File: src/rtl/tgarle_pkg.sv
// ----------------------------------------------------------------------------
// Targa RLE pixel decoder package
// Shared types and constants for the decoder front end, queue and back end.
// ----------------------------------------------------------------------------
package tgarle_pkg;

    // Configuration register indexes.
    localparam logic [1:0] CFG_BPP   = 2'd0;
    localparam logic [1:0] CFG_RLE   = 2'd1;
    localparam logic [1:0] CFG_COUNT = 2'd2;

    localparam int unsigned CNT_W  = 23;
    localparam int unsigned IDX_W  = 22;

    localparam int unsigned RUN_BIT       = 7;
    localparam logic [7:0]  ALPHA_OPAQUE  = 8'hFF;
    localparam logic [2:0]  BPP_THREE     = 3'd3;

    // One decoded pixel request, passed from the front end to the back end.
    typedef struct packed {
        logic [7:0]       byte0;
        logic [7:0]       byte1;
        logic [7:0]       byte2;
        logic [7:0]       byte_fin;
        logic             bpp3;
        logic [IDX_W-1:0] first_pixel;
        logic [7:0]       repeat_cnt;
        logic             last;
        logic             overrun;
    } t_pix_req;

endpackage

File: src/rtl/tgarle_front.sv
// ----------------------------------------------------------------------------
// Targa RLE decoder front end
// Holds the configuration, parses packet headers and gathers pixel bytes.
// ----------------------------------------------------------------------------
module tgarle_front #(
    parameter logic [31:0] P_MAX_PIXELS = 32'd4194304
) (
    input  logic                  i_clk,
    input  logic                  i_rst_n,
    input  logic                  i_cfg_valid,
    input  logic [1:0]            i_cfg_index,
    input  logic [22:0]           i_cfg_data,
    input  logic                  i_in_valid,
    input  logic [7:0]            i_data_byte,
    input  logic                  i_q_full,
    output logic                  o_push,
    output tgarle_pkg::t_pix_req  o_req
);
    import tgarle_pkg::*;

    logic [2:0]       r_bpp;
    logic             r_rle;
    logic [CNT_W-1:0] r_total;
    logic             r_expect_header;
    logic             r_packet_is_run;
    logic [7:0]       r_packet_left;
    logic [1:0]       r_byte_slot;
    logic [23:0]      r_colour;
    logic [CNT_W-1:0] r_pixels_done;

    logic [7:0]       n_packet_left;
    logic             accept;
    logic             done;
    logic             header;
    logic             bpp3;
    logic [1:0]       last_slot;
    logic             pixel_end;
    logic             is_run;
    logic             over;
    logic [CNT_W-1:0] remaining;
    logic [7:0]       rep;
    logic [CNT_W-1:0] new_done;
    logic [CNT_W-1:0] cfg_total;
    logic             cfg_hit;

    // The image size is clamped once, when it is written.
    assign cfg_total = ({9'd0, i_cfg_data} > P_MAX_PIXELS) ? P_MAX_PIXELS[CNT_W-1:0]
                                                            : i_cfg_data;

    // Only writes to an existing register restart decoding.
    assign cfg_hit   = i_cfg_valid && ((i_cfg_index == CFG_BPP) ||
                                       (i_cfg_index == CFG_RLE) ||
                                       (i_cfg_index == CFG_COUNT));

    assign accept    = i_in_valid && !i_q_full;
    assign done      = (r_pixels_done >= r_total);
    assign header    = r_rle && r_expect_header;
    assign bpp3      = (r_bpp == BPP_THREE);
    assign last_slot = bpp3 ? 2'd2 : 2'd3;
    assign pixel_end = !done && !header && (r_byte_slot == last_slot);

    assign remaining = r_total - r_pixels_done;
    assign is_run    = r_rle && r_packet_is_run;
    assign over      = is_run && ({15'd0, r_packet_left} > remaining);
    assign rep       = !is_run ? 8'd1 : (over ? remaining[7:0] : r_packet_left);
    assign new_done  = r_pixels_done + {15'd0, rep};

    always_comb begin
        if (is_run) begin
            n_packet_left = 8'd0;
        end else if (r_rle && (r_packet_left != 8'd0)) begin
            n_packet_left = r_packet_left - 8'd1;
        end else begin
            n_packet_left = r_packet_left;
        end
    end

    assign o_push = accept && pixel_end;

    always_comb begin
        o_req.byte0       = r_colour[7:0];
        o_req.byte1       = r_colour[15:8];
        o_req.byte2       = r_colour[23:16];
        o_req.byte_fin    = i_data_byte;
        o_req.bpp3        = bpp3;
        o_req.first_pixel = r_pixels_done[IDX_W-1:0];
        o_req.repeat_cnt  = rep;
        o_req.last        = (new_done >= r_total);
        o_req.overrun     = over;
    end

    always_ff @(posedge i_clk) begin
        if (!i_rst_n) begin
            r_bpp           <= 3'd4;
            r_rle           <= 1'b1;
            r_total         <= 23'd1;
            r_expect_header <= 1'b1;
            r_packet_is_run <= 1'b0;
            r_packet_left   <= 8'd0;
            r_byte_slot     <= 2'd0;
            r_colour        <= 24'd0;
            r_pixels_done   <= '0;
        end else if (cfg_hit) begin
            unique case (i_cfg_index)
                CFG_BPP:   r_bpp   <= i_cfg_data[2:0];
                CFG_RLE:   r_rle   <= i_cfg_data[0];
                CFG_COUNT: r_total <= cfg_total;
                default:   r_bpp   <= r_bpp;
            endcase
            r_expect_header <= (i_cfg_index == CFG_RLE) ? i_cfg_data[0] : r_rle;
            r_packet_is_run <= 1'b0;
            r_packet_left   <= 8'd0;
            r_byte_slot     <= 2'd0;
            r_colour        <= 24'd0;
            r_pixels_done   <= '0;
        end else if (accept && !done) begin
            if (header) begin
                r_packet_is_run <= i_data_byte[RUN_BIT];
                r_packet_left   <= {1'b0, i_data_byte[6:0]} + 8'd1;
                r_expect_header <= 1'b0;
                r_byte_slot     <= 2'd0;
            end else if (!pixel_end) begin
                case (r_byte_slot)
                    2'd0:    r_colour[7:0]   <= i_data_byte;
                    2'd1:    r_colour[15:8]  <= i_data_byte;
                    default: r_colour[23:16] <= i_data_byte;
                endcase
                r_byte_slot <= r_byte_slot + 2'd1;
            end else begin
                r_colour        <= 24'd0;
                r_byte_slot     <= 2'd0;
                r_packet_left   <= n_packet_left;
                r_pixels_done   <= new_done;
                if (r_rle && (n_packet_left == 8'd0)) begin
                    r_expect_header <= 1'b1;
                end
            end
        end
    end

endmodule

File: src/rtl/tgarle_queue.sv
// ----------------------------------------------------------------------------
// Targa RLE decoder request queue
// Two-entry queue that decouples the front end from the back end.
// ----------------------------------------------------------------------------
module tgarle_queue (
    input  logic                  i_clk,
    input  logic                  i_rst_n,
    input  logic                  i_push,
    input  tgarle_pkg::t_pix_req  i_req,
    input  logic                  i_pop,
    output logic                  o_valid,
    output tgarle_pkg::t_pix_req  o_req,
    output logic                  o_full
);
    import tgarle_pkg::*;

    t_pix_req   r_slot0;
    t_pix_req   r_slot1;
    logic [1:0] r_cnt;
    logic [1:0] wr_pos;
    logic       pop;

    assign o_valid = (r_cnt != 2'd0);
    assign o_full  = (r_cnt == 2'd2);
    assign o_req   = r_slot0;
    assign pop     = i_pop && o_valid;
    assign wr_pos  = pop ? (r_cnt - 2'd1) : r_cnt;

    always_ff @(posedge i_clk) begin
        if (!i_rst_n) begin
            r_cnt <= 2'd0;
        end else begin
            r_cnt <= r_cnt + {1'b0, i_push} - {1'b0, pop};
        end
    end

    // Pushes only arrive while the queue has room.
    always_ff @(posedge i_clk) begin
        if (pop && (r_cnt == 2'd2)) begin
            r_slot0 <= r_slot1;
        end
        if (i_push) begin
            if (wr_pos == 2'd0) begin
                r_slot0 <= i_req;
            end else begin
                r_slot1 <= i_req;
            end
        end
    end

endmodule

File: src/rtl/tgarle_back.sv
// ----------------------------------------------------------------------------
// Targa RLE decoder back end
// Reorders each pixel to RGBA and holds the result in the output register.
// ----------------------------------------------------------------------------
module tgarle_back (
    input  logic                  i_clk,
    input  logic                  i_rst_n,
    input  logic                  i_q_valid,
    input  tgarle_pkg::t_pix_req  i_req,
    output logic                  o_pop,
    input  logic                  i_out_stall,
    output logic                  o_out_valid,
    output logic [7:0]            o_red,
    output logic [7:0]            o_green,
    output logic [7:0]            o_blue,
    output logic [7:0]            o_alpha,
    output logic [21:0]           o_first_pixel,
    output logic [7:0]            o_repeat_res,
    output logic                  o_last,
    output logic                  o_overrun
);
    import tgarle_pkg::*;

    logic        r_valid;
    logic [7:0]  r_red;
    logic [7:0]  r_green;
    logic [7:0]  r_blue;
    logic [7:0]  r_alpha;
    logic [21:0] r_first;
    logic [7:0]  r_repeat;
    logic        r_last;
    logic        r_overrun;
    logic        load;

    assign load  = i_q_valid && (!r_valid || !i_out_stall);
    assign o_pop = load;

    always_ff @(posedge i_clk) begin
        if (!i_rst_n) begin
            r_valid <= 1'b0;
        end else if (load) begin
            r_valid <= 1'b1;
        end else if (!i_out_stall) begin
            r_valid <= 1'b0;
        end
    end

    always_ff @(posedge i_clk) begin
        if (load) begin
            r_blue    <= i_req.byte0;
            r_green   <= i_req.byte1;
            r_red     <= i_req.bpp3 ? i_req.byte_fin : i_req.byte2;
            r_alpha   <= i_req.bpp3 ? ALPHA_OPAQUE : i_req.byte_fin;
            r_first   <= i_req.first_pixel;
            r_repeat  <= i_req.repeat_cnt;
            r_last    <= i_req.last;
            r_overrun <= i_req.overrun;
        end
    end

    assign o_out_valid   = r_valid;
    assign o_red         = r_red;
    assign o_green       = r_green;
    assign o_blue        = r_blue;
    assign o_alpha       = r_alpha;
    assign o_first_pixel = r_first;
    assign o_repeat_res  = r_repeat;
    assign o_last        = r_last;
    assign o_overrun     = r_overrun;

endmodule

File: src/rtl/tga_rle_pixel_decoder_unit.sv
// ----------------------------------------------------------------------------
// Targa RLE pixel decoder
// Decodes 24/32-bit Targa pixel data, one byte per cycle, into RGBA requests.
// ----------------------------------------------------------------------------
// The decoder takes one byte of pixel data per clock cycle, sustained, for as
// long as the output side keeps up. The front end parses packet headers and
// gathers the B, G, R (and A) bytes of a pixel; on the final byte of a pixel it
// pushes one request into a two-entry queue. The back end reorders it to RGBA
// and holds it in the output register; a result reaches the output ports
// once it has passed from the queue into that register. A run packet comes
// out as one request with its repeat count, and each literal or raw pixel
// as its own request. The queue lets the input keep streaming for two more
// pixels while the output is stalled; after that the input stall rises. A
// run that would pass the end of the image is cut to the remaining pixels
// and flagged with overrun and last. Once the image is complete, further
// bytes are accepted and dropped. Any configuration write to an existing
// register restarts decoding; writes should only be made while no request
// is pending.
// ----------------------------------------------------------------------------
module tga_rle_pixel_decoder_unit #(
    parameter logic [31:0] MAX_PIXELS = 32'd4194304
) (
    input  logic        i_clk,
    input  logic        i_rst_n,
    // Configuration write channel.
    input  logic        i_cfg_valid,
    output logic        o_cfg_ready,
    input  logic [1:0]  i_cfg_index,
    input  logic [22:0] i_cfg_data,
    // Byte input channel.
    input  logic        i_in_valid,
    output logic        o_in_stall,
    input  logic [7:0]  i_data_byte,
    // Pixel result channel.
    output logic        o_out_valid,
    input  logic        i_out_stall,
    output logic [7:0]  o_red,
    output logic [7:0]  o_green,
    output logic [7:0]  o_blue,
    output logic [7:0]  o_alpha,
    output logic [21:0] o_first_pixel,
    output logic [7:0]  o_repeat_res,
    output logic        o_last,
    output logic        o_overrun
);
    import tgarle_pkg::*;

    t_pix_req front_req;
    t_pix_req queue_req;
    logic     push;
    logic     q_valid;
    logic     q_full;
    logic     pop;

    // Configuration writes are always taken at once.
    assign o_cfg_ready = 1'b1;
    // The input stalls only when the queue has no room left.
    assign o_in_stall  = q_full;

    tgarle_front #(
        .P_MAX_PIXELS (MAX_PIXELS)
    ) u_front (
        .i_clk       (i_clk),
        .i_rst_n     (i_rst_n),
        .i_cfg_valid (i_cfg_valid),
        .i_cfg_index (i_cfg_index),
        .i_cfg_data  (i_cfg_data),
        .i_in_valid  (i_in_valid),
        .i_data_byte (i_data_byte),
        .i_q_full    (q_full),
        .o_push      (push),
        .o_req       (front_req)
    );

    tgarle_queue u_queue (
        .i_clk   (i_clk),
        .i_rst_n (i_rst_n),
        .i_push  (push),
        .i_req   (front_req),
        .i_pop   (pop),
        .o_valid (q_valid),
        .o_req   (queue_req),
        .o_full  (q_full)
    );

    tgarle_back u_back (
        .i_clk         (i_clk),
        .i_rst_n       (i_rst_n),
        .i_q_valid     (q_valid),
        .i_req         (queue_req),
        .o_pop         (pop),
        .i_out_stall   (i_out_stall),
        .o_out_valid   (o_out_valid),
        .o_red         (o_red),
        .o_green       (o_green),
        .o_blue        (o_blue),
        .o_alpha       (o_alpha),
        .o_first_pixel (o_first_pixel),
        .o_repeat_res  (o_repeat_res),
        .o_last        (o_last),
        .o_overrun     (o_overrun)
    );

endmodule

File: config.mk
export PLATFORM = sky130hd
export DESIGN_NAME = tga_rle_pixel_decoder_unit
export DESIGN_NICKNAME = d
export VERILOG_FILES = /design/src/rtl/tgarle_pkg.sv /design/src/rtl/tgarle_front.sv /design/src/rtl/tgarle_queue.sv /design/src/rtl/tgarle_back.sv /design/src/rtl/tga_rle_pixel_decoder_unit.sv
export SDC_FILE = /design/constraint.sdc
export NUM_CORES = 1
export LEC_CHECK = 0
export BUFFER_PORTS_ARGS = -buffer_cell sky130_fd_sc_hd__buf_2
export CORE_AREA = 2 2 176 178
export DETAILED_ROUTE_END_ITERATION = 8
export DIE_AREA = 0 0 178 180
export GPL_TIMING_DRIVEN = 0
export PLACE_DENSITY = 0.63
export SLEW_MARGIN = 25
export SYNTH_ARGS = -nofsm -noshare
export SYNTH_HDL_FRONTEND = slang
export SYNTH_SLANG_ARGS = --single-unit
File: constraint.sdc
create_clock -name i_clk -period 8.6 [get_ports i_clk]
set_input_delay 0.86 -clock i_clk [delete_from_list [all_inputs] [get_ports i_clk]]
set_output_delay 0.86 -clock i_clk [all_outputs]
set_load 0.05 [all_outputs]
==> impl_metrics.env, run 1 <==
export IMPL_outcome="complete, no violations"
export IMPL_antenna_cells=0
export IMPL_synth_area_top_cells="edfxtp_1 29%, dfxtp_1 23%, ha_1 6.6%"
export IMPL_synth_ff_type="dfxtp_1"
export IMPL_finalCritPeriodShare_pct=95.3
export IMPL_yosys_area_top_type="edfxtp_1"
export IMPL_yosysWarnings=0
export IMPL_synth_avg_cell_area_um2=10.5
export IMPL_cp_arrival_ns=8.49
export IMPL_drt_total_wl_um=32500
export IMPL_ys_seq_area_share_pct=51.7
export IMPL_start_util_pct=44.6
export IMPL_cp_slowest_stage_delay_ns=0.54
export IMPL_cts_made_buffers=30
export IMPL_met3_wirelength_um=1630
export IMPL_synthCells=1278
export IMPL_ant_nets=0
export IMPL_rows=64
export IMPL_grt_pass1_wl_um=51900
export IMPL_synth_top_area_share_pct=28.8
export IMPL_worstSetupEndpointType="flop"
export IMPL_routed_top_layer="met4"
export IMPL_max_freq_mhz=122
export IMPL_clockRootBuffer="clkbuf_16"
export IMPL_dr_wl_met2_um=14100
export IMPL_drt_iter0_markers=765
export IMPL_place_congestion=0.902
export IMPL_setup_viol=0
export IMPL_cp_slowest_cell="or4_1"
export IMPL_drv_slew=0
export IMPL_cp_common_cell="ha_1"
export IMPL_antenna_found_initial=0
export IMPL_fin_util_pct=52.2
export IMPL_fin_nets=1535
export IMPL_firstDrtPassIters=5
export IMPL_synth_edf_count=129
export IMPL_dieArea_mm2=0.0320
export IMPL_powerDensity_mw_per_mm2=290
export IMPL_netlist_area_mm2=0.0135
export IMPL_final_cell_mix="151 x dfxtp_1, 143 x nand2_1, 129 x edfxtp_1"
export IMPL_layout_drive_gt1_share_pct=16.3
export IMPL_m1WireLength_um=16100
export IMPL_clk_pin_slew_ns=0.06
export IMPL_worstMarginPinSlew_ns=1.08
export IMPL_finClkSkew_ns=0.0117
export IMPL_grt_max_degree=25
export IMPL_hold_path_class="flop to flop"
export IMPL_ys_ff_latch=283
export IMPL_routed_via_count=9795
export IMPL_finalCriticalPeriod_ns=8.20
export IMPL_clock_latency_ns=0.56
export IMPL_start_kind="flop"
export IMPL_core_mm2=0.0302
export IMPL_vias_per_cell=5.31
export IMPL_clock_sinks=283
export IMPL_peakVddDrop_v=0.000174
export IMPL_synth_nets=1389
export IMPL_cts_tree="built"
export IMPL_grt_overflow=0
export IMPL_worstPathMaxFanout=8
export IMPL_cp_data_required_time_ns=8.89
export IMPL_synthDistinctLibCells=74
export IMPL_clockBufferDepth=3
export IMPL_worstSetupPathType="flop to flop"
export IMPL_wl_per_cell_um=17.7
export IMPL_async_flop_share_pct=0
export IMPL_mostFrequentLayoutCell="dfxtp_1"
export IMPL_drc=0
export IMPL_io_pins=105
export IMPL_io_buffers=103
export IMPL_area_growth_pct=17.1
export IMPL_power_w=0.00457
export IMPL_grt_use_total_pct=20.4
export IMPL_hold_viol=0
export IMPL_cap_viol_max_count=0
export IMPL_grt_pass1_vias=9593
export IMPL_slew_headroom_pct=27.8
export IMPL_fillers=2711
export IMPL_hpwl_um=24400
export IMPL_dieWidth_um=178
export IMPL_dieHeight_um=180
export IMPL_leakage_nw=6.40
export IMPL_ctsHtreeMaxLevel=1
export IMPL_hold_buffers=0
==> report_power, final <==
part           internal (W)  leakage [nW]  switching [W]
combinational      0.000436          3.34       0.000927
sequential          0.00179          2.58       0.000134
clock              0.000753         0.481       0.000523
total               0.00298          6.40        0.00158
==> synth_stat cells (3+ instances only) <==
master,n
a22oi_1,22
o22ai_1,5
nand3_1,21
and2_1,8
a31oi_1,8
nor3_1,19
clkbuf_1,46
nand2b_1,6
nand4_1,14
dfxtp_1,154
nor4_1,10
a21boi_0,4
or2_2,10
o31ai_1,6
a221oi_2,3
mux2i_1,64
o31ai_2,4
a211o_1,4
or3_1,4
and4_1,5
xor2_1,11
xnor2_1,49
a211oi_1,11
o21ai_1,4
buf_4,8
nand3b_1,4
a21o_1,15
nor2b_1,28
mux2_4,7
nand2_1,143
nor2_1,82
and3_1,6
ha_1,71
inv_1,72
mux2_2,17
edfxtp_1,129
a21oi_1,50
o2bb2ai_1,16
o21ai_0,84
a32o_1,8
==> critical path, delay by kind of cell (launching register included) <==
| kind | cells | cell delay [ns] |
|---|---|---|
| buffers and inverters | 4 | 0.48 |
| AOI/OAI and AO/OA | 13 | 2.52 |
| adders and majority gates | 6 | 1.65 |
| and+or+nand+nor | 10 | 2.48 |
| xor gates and xnor gates | 2 | 0.26 |
| DFF | 1 | 0.39 |
| muxes | 1 | 0.16 |
==> sequential cells by signal, summed over array words and instances (netlist names), 2 cells and up <==
name and cells:
u_back.o_repeat_res 8, u_front.r_packet_left 8, u_front.r_byte_slot 2, u_queue.o_req 65, u_front.r_total 23, u_back.o_green 8
u_back.o_first_pixel 22, u_back.o_red 8, u_queue.r_slot1 65, u_front.r_colour 24, u_front.r_pixels_done 23, u_queue.r_cnt 2
u_back.o_alpha 8, u_front.r_bpp 3, u_back.o_blue 8
==> through the flow <==
stage | setup WS [ns] | area (um2) | setup TNS, ns | hold slack (ns) | instances
2_1_floorplan | 0.460 | 13500 | 0 | 0.403 | 1278
3_3_place_gp | -2.98 | 14500 | -196.41 | 0.407 | 1777
3_5_place_dp | -0.428 | 14700 | -0.830 | 0.412 | 1783
4_1_cts | 0.0645 | 15700 | 0 | 0.426 | 1839
5_1_grt | -0.0163 | 15800 | -0.0190 | 0.441 | 1844
6_report | 0.404 | 15800 | 0 | 0.427 | 1844
==> cell families (layout without fill, tap and decap cells) <==
logic type / Yosys count / in the layout / synth area share [%]
XOR/XNOR: 60 / 60 / 3.90
adder cells (fa/ha/maj): 73 / 73 / 6.89
flip-flops: 283 / 283 / 51.7
other: 1 / 1 / 0.0278
AO/OA/AOI/OAI: 270 / 270 / 13.5
multiplexers: 88 / 88 / 6.96
buffers and inverters: 131 / 301 / 3.99
AND/OR/NAND/NOR: 372 / 372 / 13.1
==> per-layer routing <==
layer	GRT usage (%)	vias up
li1	-	4897
met1	30.5	4634
met2	31.1	223
met3	2.62	41
met4	5.21	0
met5	0	-
==> area by class of cell <==
cell class / count / area (um2) / share of cell area [%]
inverters: 73 / 274 / 1.74
well taps: 396 / 495 / 3.14
repair buffers: 115 / 726 / 4.60
flip-flops and latches: 283 / 6960 / 44.1
clock buffers: 44 / 855 / 5.42
clock inverters: 12 / 138 / 0.873
multi-input cells: 864 / 6060 / 38.4
plain buffers: 57 / 259 / 1.64
==> worst paths after layout <==
kind	cells past startpoint	slack, ns	start	to
max	36	0.40	u_front.r_pixels_done[0]$_SDFFE_PP0P_	u_queue.r_slot1[1]$_DFFE_PP_
min	0	0.43	u_queue.o_req[1]$_DFF_P_	u_back.o_last$_DFFE_PP_
max reg2reg	36	0.40	u_front.r_pixels_done[0]$_SDFFE_PP0P_	u_queue.r_slot1[1]$_DFFE_PP_
min reg2reg	0	0.43	u_queue.o_req[1]$_DFF_P_	u_back.o_last$_DFFE_PP_
==> repair_timing <==
| item | CTS | global route |
|---|---|---|
| pin swaps | 1 | 10 |
| gates resized for setup | 5 | 12 |
| buffers inserted | 1 | 5 |
| setup endpoints to repair | 2 | 2 |
Note: power is estimated with default switching activity, not from simulation.
==> run 2: changes to the inputs <==
--- a/config.mk
+++ b/config.mk
@@ -9,7 +9,6 @@
 export CORE_AREA = 2 2 176 178
 export DETAILED_ROUTE_END_ITERATION = 8
 export DIE_AREA = 0 0 178 180
-export GPL_TIMING_DRIVEN = 0
 export PLACE_DENSITY = 0.63
 export SLEW_MARGIN = 25
 export SYNTH_ARGS = -nofsm -noshare
==> impl_metrics.env, run 2 (synthesized netlist as in run 1, its figures left out) <==
export IMPL_mostFrequentLayoutCell="dfxtp_1"
export IMPL_start_util_pct=44.6
export IMPL_grtUsageMet3_pct=2.66
export IMPL_finClkSkew_ns=0.0139
export IMPL_finalCriticalPeriod_ns=8.16
export IMPL_io_buffers=103
export IMPL_hold_buffers=0
export IMPL_max_freq_mhz=123
export IMPL_regToRegSetupSlack_ns=0.44
export IMPL_fillers=2750
export IMPL_dieWidth_um=178
export IMPL_p_int_w=0.00293
export IMPL_stdcell_count=1787
export IMPL_place_inst=1730
export IMPL_place_congestion=0.934
export IMPL_combPwrFrac_pct=28.4
export IMPL_layout_drive_gt1_share_pct=16.5
export IMPL_fin_nets=1479
export IMPL_cp_slowest_stage_delay_ns=0.55
export IMPL_finalCritPeriodShare_pct=94.9
export IMPL_cp_arrival_ns=8.64
export IMPL_worstPathMaxFanout=6
export IMPL_busiest_layer="met1"
export IMPL_cts_tree="built"
export IMPL_hold_path_class="flop to flop"
export IMPL_antenna_found_initial=0
export IMPL_power_share_sequential_pct=43.2
export IMPL_cp_slowest_cell="or4b_4"
export IMPL_worstMarginPinSlew_ns=1.08
export IMPL_setup_viol=0
export IMPL_ant_nets=0
export IMPL_power_switching_w=0.00157
export IMPL_grt_use_met1_pct=29.8
export IMPL_antenna_cells=0
export IMPL_drt_total_wl_um=30800
export IMPL_peakVddDrop_v=0.000181
export IMPL_cp_data_required_time_ns=9.08
export IMPL_clk_pin_slew_ns=0.06
export IMPL_final_cell_mix="152 x dfxtp_1, 142 x nand2_1, 129 x edfxtp_1"
export IMPL_dieArea_mm2=0.0320
export IMPL_cts_made_buffers=29
export IMPL_drt_iter0_markers=759
export IMPL_clockRootBuffer="clkbuf_16"
export IMPL_firstDrtPassIters=7
export IMPL_whs_endpoint="u_back.o_first_pixel[18]$_DFFE_PP_"
export IMPL_routed_via_count=9525
export IMPL_worstRegToRegCells=33
export IMPL_grt_max_degree=96
export IMPL_io_pins=105
export IMPL_holdCritStartpoint="u_queue.o_req[28]$_DFF_P_"
export IMPL_core_mm2=0.0302
export IMPL_cp_buffers_inverters=3
export IMPL_slew_headroom_pct=27.1
export IMPL_fin_setup_tns_ns=0
export IMPL_use_met2_pct=28.2
export IMPL_hold_viol=0
export IMPL_dieHeight_um=180
export IMPL_clock_power_share_pct=28.4
export IMPL_clock_sinks=283
export IMPL_grt_pass1_vias=9027
export IMPL_drc=0
export IMPL_swShare_pct=34.9
export IMPL_vias_per_cell=5.33
export IMPL_area_growth_pct=14.3
export IMPL_clockBufferDepth=3
export IMPL_ctsHtreeMaxLevel=1
export IMPL_fin_ws_ns=0.441
export IMPL_outcome="complete, no violations"
export IMPL_grt_overflow=0
export IMPL_pre_cts_slack_ns=0.211
export IMPL_r2r_start="u_front.r_pixels_done[1]$_SDFFE_PP0P_"
export IMPL_hpwl_um=22200
export IMPL_clock_latency_ns=0.56
export IMPL_drv_slew=0
export IMPL_cap_viol_max_count=0
export IMPL_r2r_end="u_queue.o_req[1]$_DFF_P_"
export IMPL_cp_top_family="simple AND/OR/NAND/NOR gates"
export IMPL_leakage_nw=6.27
export IMPL_grt_pass1_wl_um=49300
export IMPL_wl_per_cell_um=17.2
export IMPL_rows=64
export IMPL_whs_path_depth=0
export IMPL_grt_use_total_pct=19.1
export IMPL_worstSetupEndpointType="flop"
export IMPL_start_kind="flop"
export IMPL_powerDensity_mw_per_mm2=292
export IMPL_worstSetupPathType="flop to flop"
-- run 2: cell count changes in the layout (fill, tap and decap cells not counted), sizes merged --
| cell | delta |
|---|---|
| buf | -10 |
| bufinv | +2 |
| clkbuf | -59 |
| clkinv | +8 |
| clkinvlp | +2 |
-- run 2: stage by stage --
stage | instance area (um2) | hold WS (ns) | util, % | power (W)
4_1_cts | 15300 | 0.430 | 50.7 | 0.00454
2_1_floorplan | 13500 | 0.403 | - | 0.00295
3_5_place_dp | 14300 | 0.415 | 47.5 | 0.00326
3_3_place_gp | 14300 | 0.412 | 47.5 | 0.00324
5_1_grt | 15400 | 0.442 | 51.0 | 0.00472
6_report | 15400 | 0.430 | 51.0 | 0.00450
-- run 2: area by class of cell --
class                   count  area, um2  share of cell area (%)
well taps                 396        495                    3.22
repair buffers            117        621                    4.03
clock buffers              30        739                    4.81
flip-flops and latches    283       6960                    45.2
inverters                  73        274                    1.78
clock inverters            24        240                    1.56
multi-input cells         864       6060                    39.4
-- run 2: per-layer routing --
metal  vias up  share of wire [%]  wire [um]
met3        23                5.4       1650
met5         -                  0          0
li1       4809                  -          -
met4         0                1.2        382
met2       206                 42      13000
met1      4487                 51      15800
-- run 2: power by group through the flow --
stage                     clock [W]  combinational (W)  sequential (W)
after floorplan                   0           0.000555         0.00240
after global placement            0            0.00127         0.00197
after detailed placement          0            0.00129         0.00197
after CTS                   0.00131            0.00129         0.00195
after global routing        0.00137            0.00138         0.00198
final                       0.00128            0.00128         0.00194
-- run 2: worst max-delay path by stage --
stage / cells after the start / startpoint / end
after global routing: 35 / u_front.r_total[0]$_SDFFE_PN1P_ / u_queue.o_req[1]$_DFF_P_
after floorplan: 5 / i_out_stall / u_queue.r_slot1[0]$_DFFE_PP_
after detailed placement: 35 / u_front.r_pixels_done[0]$_SDFFE_PP0P_ / u_queue.o_req[1]$_DFF_P_
after CTS: 35 / u_front.r_pixels_done[0]$_SDFFE_PP0P_ / u_queue.o_req[1]$_DFF_P_
final: 33 / u_front.r_pixels_done[1]$_SDFFE_PP0P_ / u_queue.o_req[1]$_DFF_P_
after global placement: 34 / u_front.r_pixels_done[0]$_SDFFE_PP0P_ / u_queue.o_req[1]$_DFF_P_
-- run 2: repair_timing --
action	in CTS	in global routing
buffers inserted	0	3
resized for setup	0	17
endpoints found under the setup margin	0	2
==> run 3: changes to the inputs <==
--- a/config.mk
+++ b/config.mk
@@ -5,10 +5,12 @@
 export SDC_FILE = /design/constraint.sdc
 export NUM_CORES = 1
 export LEC_CHECK = 0
+export ABC_AREA = 1
 export BUFFER_PORTS_ARGS = -buffer_cell sky130_fd_sc_hd__buf_2
-export CORE_AREA = 2 2 176 178
+export CORE_AREA = 2 2 178 180
 export DETAILED_ROUTE_END_ITERATION = 8
-export DIE_AREA = 0 0 178 180
+export DIE_AREA = 0 0 180 182
+export GPL_TIMING_DRIVEN = 0
 export PLACE_DENSITY = 0.63
 export SLEW_MARGIN = 25
 export SYNTH_ARGS = -nofsm -noshare
==> impl_metrics.env, run 3 <==
export IMPL_powerDensity_mw_per_mm2=302
export IMPL_stdcell_count=2190
export IMPL_ant_nets=0
export IMPL_cp_top_family="simple AND/OR/NAND/NOR gates"
export IMPL_drt_iter0_markers=717
export IMPL_clk_pin_slew_ns=0.06
export IMPL_worstMarginPinSlew_ns=0.744
export IMPL_ys_ff_latch=283
export IMPL_stdcell_area_mm2=0.0159
export IMPL_synthCells=1624
export IMPL_synth_simple_area_share_pct=20.2
export IMPL_fin_nets=1875
export IMPL_hpwl_um=28300
export IMPL_cts_made_buffers=30
export IMPL_max_freq_mhz=134
export IMPL_dieArea_mm2=0.0328
export IMPL_drv_slew=0
export IMPL_cp_buffers_inverters=3
export IMPL_core_mm2=0.0310
export IMPL_async_flop_share_pct=0
export IMPL_start_util_pct=44.4
export IMPL_ys_seq_area_share_pct=50.5
export IMPL_peakVddDrop_v=0.000331
export IMPL_synthDistinctLibCells=55
export IMPL_fin_ws_ns=1.13
export IMPL_place_congestion=0.956
export IMPL_whs_path_depth=0
export IMPL_cp_slowest_stage_delay_ns=0.47
export IMPL_dieWidth_um=180
export IMPL_place_inst=2134
export IMPL_yosys_area_top_type="edfxtp_1"
export IMPL_drt_total_wl_um=36600
export IMPL_clockRootBuffer="clkbuf_16"
export IMPL_worstRegToRegCells=39
export IMPL_finalCriticalPeriod_ns=7.47
export IMPL_slew_headroom_pct=50.4
export IMPL_yosys_top_cells_count="365 x nand2_1, 198 x inv_1, 154 x dfxtp_1"
export IMPL_synth_nets=1735
export IMPL_hold_path_class="flop to flop"
export IMPL_antenna_found_initial=0
export IMPL_cap_viol_max_count=0
export IMPL_hold_buffers=0
export IMPL_rsz0062_at_grt="false"
export IMPL_synth_area_top_cells="edfxtp_1 28%, dfxtp_1 22%, nand2_1 10%"
export IMPL_antenna_cells=0
export IMPL_io_buffers=102
export IMPL_worstSetupPathType="flop to flop"
export IMPL_r2r_start="u_front.r_pixels_done[0]$_SDFFE_PP0P_"
export IMPL_grt_max_degree=27
export IMPL_grt_overflow=0
export IMPL_synth_xor_area_share_pct=2.15
export IMPL_cts_tree="built"
export IMPL_io_pins=105
export IMPL_synth_top_area_share_pct=28.1
export IMPL_cp_data_required_time_ns=9.05
export IMPL_synth_mux_area_share_pct=0.0727
export IMPL_area_growth_pct=15.7
export IMPL_clockBufferDepth=3
export IMPL_netlist_area_mm2=0.0138
export IMPL_layout_drive_gt1_share_pct=11.7
export IMPL_firstDrtPassIters=5
export IMPL_final_cell_mix="365 x nand2_1, 198 x inv_1, 154 x dfxtp_1"
export IMPL_start_kind="flop"
export IMPL_worstPathMaxFanout=9
export IMPL_outcome="complete, no violations"
export IMPL_post_cts_setup_buffers=0
export IMPL_cp_common_cell="nand2_1"
export IMPL_post_dp_cell_area_mm2=0.0149
export IMPL_cp_slowest_cell="dfxtp_1"
export IMPL_pre_cts_slack_ns=1.16
export IMPL_holdCritStartpoint="u_queue.o_req[14]$_DFF_P_"
export IMPL_clock_sinks=283
export IMPL_grt_use_total_pct=22.1
export IMPL_grt_pass1_wl_um=58000
export IMPL_grt_pass1_vias=10825
export IMPL_routed_via_count=11433
export IMPL_clock_latency_ns=0.57
export IMPL_cp_arrival_ns=7.92
export IMPL_leakage_nw=7.24
export IMPL_synth_compound_area_share_pct=12.9
export IMPL_finClkSkew_ns=0.0127
export IMPL_fillers=2959
export IMPL_whs_endpoint="u_back.o_first_pixel[4]$_DFFE_PP_"
export IMPL_cts_repair_resized=0
export IMPL_power_w=0.00481
export IMPL_drc=0
export IMPL_hold_viol=0
export IMPL_mostFrequentLayoutCell="nand2_1"
export IMPL_setup_viol=0
export IMPL_dieHeight_um=182
export IMPL_synth_ff_type="dfxtp_1"
export IMPL_worstSetupEndpointType="flop"
export IMPL_synth_most_common_cell="nand2_1"
export IMPL_rows=65
export IMPL_vias_per_cell=5.22
export IMPL_wl_per_cell_um=16.7
export IMPL_finalCritPeriodShare_pct=86.9
export IMPL_yosysWarnings=0
export IMPL_synth_adder_area_share_pct=6.75
export IMPL_ctsHtreeMaxLevel=1
export IMPL_regToRegSetupSlack_ns=1.13
export IMPL_r2r_end="u_queue.o_req[1]$_DFF_P_"
export IMPL_synth_avg_cell_area_um2=8.47
export IMPL_synth_top_family_by_area="simple AND/OR/NAND/NOR gates"
export IMPL_synth_edf_count=129
-- run 3: worst max path at each step --
stage,start,endpoint,slack [ns],cells past startpoint
detailed placement,u_front.r_pixels_done[0]$_SDFFE_PP0P_,u_queue.o_req[1]$_DFF_P_,1.16,39
global route,u_front.r_pixels_done[0]$_SDFFE_PP0P_,u_queue.o_req[1]$_DFF_P_,0.53,40
global placement,i_out_stall,u_queue.r_slot1[57]$_DFFE_PP_,-2.32,8
CTS,u_front.r_pixels_done[0]$_SDFFE_PP0P_,u_queue.o_req[1]$_DFF_P_,1.13,39
finish,u_front.r_pixels_done[0]$_SDFFE_PP0P_,u_queue.o_req[1]$_DFF_P_,1.13,39
floorplan,i_out_stall,u_queue.r_slot1[0]$_DFFE_PP_,0.83,7
-- run 3: worst reg2reg max path: cells and delay by family (launching register included) --
family | cells | cell delay (ns)
DFF | 1 | 0.47
AOI/OAI and AO/OA | 10 | 1.68
adders and majority gates | 6 | 1.95
and+or+nand+nor | 18 | 2.65
buffers and inverters | 3 | 0.22
xor gates and xnor gates | 2 | 0.40
-- run 3: cell families after synthesis --
logic type | Yosys count
muxes | 1
xor gates and xnor gates | 33
DFF | 283
AOI/OAI and AO/OA | 316
and+or+nand+nor | 659
adders and majority gates | 73
other | 1
buffers and inverters | 258
-- run 3: power breakdown --
group	internal (W)	switching, W
combinational	0.000439	0.00114
clock	0.000729	0.000550
sequential	0.00181	0.000139
-- run 3: per-stage QoR --
stage / hold slack, ns / TNS (ns) / util [%]
after CTS: 0.418 / 0 / 51.4
after global routing: 0.432 / 0 / 51.4
after detailed placement: 0.415 / 0 / 48.2
after floorplan: 0.401 / 0 / -
after global placement: 0.416 / -150.55 / 47.7
final: 0.431 / 0 / 51.4
-- run 3: area by class of cell --
type                       instances  area [um2]  area share (%)
buffer                            52         238            1.49
clock buffer                      39         805            5.05
clock inverter                    17         181            1.14
inverter                         206         773            4.85
multi-input combinational       1083        5810            36.5
sequential                       283        6960            43.7
tap                              402         503            3.16
timing repair buffer             108         661            4.15
-- run 3: metal layers --
layer | track usage, % | wire length, um | vias up
li1 | - | - | 5733
met1 | 29.1 | 16000 | 5250
met2 | 37.5 | 17100 | 367
met3 | 2.67 | 2040 | 83
met5 | 0 | 0 | -
met4 | 8.42 | 1470 | 0
